File: config.mk
export PLATFORM = sky130hd
export DESIGN_NAME = mvdm_ctrl
export DESIGN_NICKNAME = d
export VERILOG_FILES = /design/src/mvdm_pkg.sv /design/src/mvdm_ctrl.sv
export SDC_FILE = /design/constraint.sdc
export NUM_CORES = 1
export LEC_CHECK = 0
export ABC_AREA = 1
export BUFFER_PORTS_ARGS = -buffer_cell sky130_fd_sc_hd__clkbuf_2
export CAP_MARGIN = 10
export CORE_AREA = 2 2 39 41
export DETAILED_ROUTE_END_ITERATION = 6
export DIE_AREA = 0 0 41 43
export PLACE_DENSITY_LB_ADDON = 0.08
export REMOVE_ABC_BUFFERS = 1
export SYNTH_ARGS = -nofsm -noshare
export SYNTH_HDL_FRONTEND = slang
export SYNTH_SLANG_ARGS = --single-unit
File: constraint.sdc
create_clock -name aclk -period 1.3 [get_ports aclk]
set_input_delay 0.195 -clock aclk [delete_from_list [all_inputs] [get_ports aclk]]
set_output_delay 0.195 -clock aclk [all_outputs]
set_load 0.005 [all_outputs]
File: src/mvdm_pkg.sv
// Shared types and constants for the metric vector duplicate matcher.
// Used by the controller, the datapath and the top level; no dependencies.
package mvdm_pkg;

    // Input item: seven metrics, each carried in a 16-bit slot of s_tdata
    localparam int NUM_METRICS  = 7;
    localparam int IN_METRIC_W  = 16;
    localparam int S_TDATA_W    = NUM_METRICS * IN_METRIC_W;

    // Result item: two 6-bit indices in m_tdata, padded to two bytes
    localparam int IDX_OUT_W    = 6;
    localparam int M_TDATA_W    = 16;

    // Commands from controller to datapath
    typedef struct packed {
        logic load;     // take the accepted item into the working registers
        logic scan;     // walk the stored vectors
        logic flush;    // send the held match as the final result
        logic store;    // write the vector and bump the count
        logic reject;   // send a single rejection result
    } mvdm_cmd_t;

    // Status from datapath to controller
    typedef struct packed {
        logic full;       // store holds the maximum number of vectors
        logic scan_done;  // all stored vectors read and compared
        logic pend_valid; // a match is held back for last marking
        logic out_free;   // output register can take a result this cycle
    } mvdm_sts_t;

endpackage

File: src/mvdm_ctrl.sv
// Controller state machine for the duplicate matcher.
// Depends on mvdm_pkg for the command and status structs.
module mvdm_ctrl (
    input  logic               aclk,
    input  logic               aresetn,
    input  logic               s_tvalid,
    output logic               s_tready,
    input  mvdm_pkg::mvdm_sts_t sts,
    output mvdm_pkg::mvdm_cmd_t cmd
);
    import mvdm_pkg::*;

    typedef enum logic [3:0] {
        ST_IDLE   = 4'b0001,
        ST_SCAN   = 4'b0010,
        ST_FLUSH  = 4'b0100,
        ST_REJECT = 4'b1000
    } state_t;

    state_t state_reg;
    state_t state_next;

    // Next state and commands
    always_comb begin
        state_next = state_reg;
        cmd        = '0;
        s_tready   = 1'b0;
        unique case (state_reg)
            ST_IDLE: begin
                s_tready = 1'b1;
                if (s_tvalid) begin
                    cmd.load   = 1'b1;
                    state_next = ST_SCAN;
                end
            end
            ST_SCAN: begin
                if (sts.full) begin
                    state_next = ST_REJECT;
                end else begin
                    cmd.scan = 1'b1;
                    if (sts.scan_done) begin
                        state_next = ST_FLUSH;
                    end
                end
            end
            ST_FLUSH: begin
                cmd.flush = 1'b1;
                if (!sts.pend_valid || sts.out_free) begin
                    cmd.store  = 1'b1;
                    state_next = ST_IDLE;
                end
            end
            ST_REJECT: begin
                cmd.reject = 1'b1;
                if (sts.out_free) begin
                    state_next = ST_IDLE;
                end
            end
            default: begin
                state_next = ST_IDLE;
            end
        endcase
    end

    always_ff @(posedge aclk) begin
        if (!aresetn) begin
            state_reg <= ST_IDLE;
        end else begin
            state_reg <= state_next;
        end
    end

endmodule

==> flow_metrics.tcl <==
set metrics [dict create \
    outcome "complete, no violations" \
    boundaryPins 13 \
    cap_violations 0 \
    antenna_left 0 \
    crit_type "flop to output port" \
    relSlewSlack 0.844 \
    crit_start "state_reg[3]" \
    crit_arrival_ns 1.07 \
    synthCells 52 \
    avgSynthCellArea_um2 5.49 \
    mostFrequentLayoutCell "clkbuf_2" \
    drt_iter0_markers 2 \
    fin_crit_sh 0.975 \
    synth_top_area_share 0.281 \
    grt_pass1_wl_um 1040 \
    cts_tree "built" \
    drive_gt1_frac 0.544 \
    seq_area_frac_synth 0.281 \
    crit_cells 3 \
    numCtsBuffers 3 \
    worstPathMaxFanout 3 \
    synth.distinct_cells 9 \
    numClockSinks 4 \
    critical-path-slowest-cell "dfxtp_2" \
    crit_path_cell_trace "inv_1 -> nor4_1 -> clkbuf_2" \
    gr-total-overflow 0 \
    num_rows 14 \
    finalHoldViolations 0 \
    largest_reg_flops 4 \
    vias 324 \
    fillers 164 \
    place.detailed.hpwl_um 529 \
    die-area_mm2 0.00176 \
    yosys_warnings 0 \
    antenna_cells 0 \
    start_kind "flop" \
    endpoint "cmd[0]" \
    p_leak_nw 0.263 \
    h-tree-depth 1 \
    cp_num_buf_inv 2 \
    fin_crit_ns 1.27 \
    grt_max_degree 6 \
    rsz0062_at_grt "yes" \
    placed_area_um2 358 \
    r2r-start "state_reg[2]" \
    die_w_um 41 \
    antenna_found_initial 0 \
    yosys-top-cells-area "dfxtp_1, inv_1, nand2_1, nor2_1, nand3_1" \
    peakVddDrop_uv 499 \
    end_kind "output port" \
    routed_wl_um 656 \
    fin_skew_ns 0.00695 \
    globalplace.congestion 0.688 \
    cts_root_buf "clkbuf_4" \
    synth_seq_cells 4 \
    finish.instance_area_um2 443 \
    cts.path.max_buffers 2 \
    worstMarginPinSlew_ns 0.232 \
    rr_worst_depth 8 \
    viasPerCell 3.86 \
    start_util 0.206 \
    final_max_slew_viol_count 0 \
    hold_path.class "input pin to flop" \
    grt_pass1_vias 273 \
    fmax_ghz 0.789 \
    synth_area_um2 285 \
    synth_top_cell_by_area "dfxtp_1" \
    drc 0 \
    rr_endpoint "state_reg[2]" \
    final-setup-viol-count 0 \
    synthToLayoutAreaGrowth_pct 55.3 \
    clk_latency_ns 0.23 \
    worstPathRequired_ns 1.11 \
    slowest_delay_ns 0.38 \
    reg2reg_slack_ns 0.22 \
    nets 77 \
    core_area_mm2 0.00138 \
    power_density_mw_per_mm2 1130 \
    layout_common_cells "clkbuf_2, inv_1, nand2_1" \
    setup_tns_ns 0 \
    clk_pin_slew_ns 0.04 \
    drt-wirelength-per-cell_um 7.81 \
    critPathTopFamily "flip-flops" \
    dieHeight_um 43 \
    grt.total_usage 0.0923 \
    io_buffers 12 \
    drtPass1Iterations 3 \
    whs_path_depth 3 \
]
## synthesized netlist by cell type, drive strengths merged
cell   count
nor2      13
nor4       1
dfxtp      4
nand2     11
buf        1
inv       15
nand3      5
a21oi      2
## stage by stage
step / std cells / power (mW) / worst slack (ns) / utilization / hold slack [ns]
final: 84 / 0.501 / 0.0326 / 0.320 / 0.190
after global routing: 84 / 0.560 / -0.0493 / 0.320 / 0.196
after CTS: 82 / 0.468 / -0.00764 / 0.282 / 0.184
after detailed placement: 79 / 0.297 / 0.205 / 0.259 / 0.441
after global placement: 79 / 0.298 / 0.180 / 0.259 / 0.446
after floorplan: 51 / 0.247 / 0.341 / - / 0.315
## logic make-up after synthesis
family	synth area share
compound gates	0.0351
simple gates	0.461
buf+inv	0.224
flops	0.281
## final cells by class
| class | count | area [µm²] | share of cell area |
|---|---|---|---|
| inverter | 15 | 56.3 | 0.127 |
| timing repair buffer | 14 | 75.1 | 0.169 |
| multi-input combinational | 32 | 176 | 0.398 |
| sequential | 4 | 92.6 | 0.209 |
| clock buffer | 3 | 22.5 | 0.0508 |
| tap | 16 | 20.0 | 0.0452 |
## per-layer routing
layer	GRT usage	vias up	share of wire
met3	0.0628	0	0.061
met5	0	-	0
li1	-	184	-
met4	0.0200	0	0
met2	0.116	11	0.41
met1	0.128	129	0.53
## report_power, final
part           total (mW)  internal, mW  switching (mW)
Clock               0.153         0.103          0.0498
Combinational       0.177        0.0815          0.0955
Sequential          0.171         0.144          0.0265
## worst register-to-register path, stage by stage, from the launching register on
cell     delay (ns)
dfxtp_4        0.36
buf_4          0.11
nor2_1         0.04
nand3_1        0.09
nand2_1        0.07
nor2_2         0.15
nand2_1        0.06
nand2_1        0.06
nor2_1         0.03
## timing repair
action / 4_1_cts / 5_1_grt
endpoints found under the hold margin: 0 / 0
setup buffers: 0 / 2
pin swaps: 2 / 3
gates cloned: 0 / 0
endpoints found under the setup margin: 3 / 6
gates resized for setup: 5 / 17
hold buffers: 0 / 0
## how the worst min path moves through the flow
stage	startpoint	endpoint	slack [ns]
after global placement	aresetn	state_reg[2]	0.45
after global routing	aresetn	state_reg[2]	0.20
after floorplan	aresetn	state_reg[2]	0.32
after detailed placement	aresetn	state_reg[2]	0.44
after CTS	aresetn	state_reg[2]	0.18
final	aresetn	state_reg[2]	0.19
Note: power is estimated with default switching activity, not from simulation.
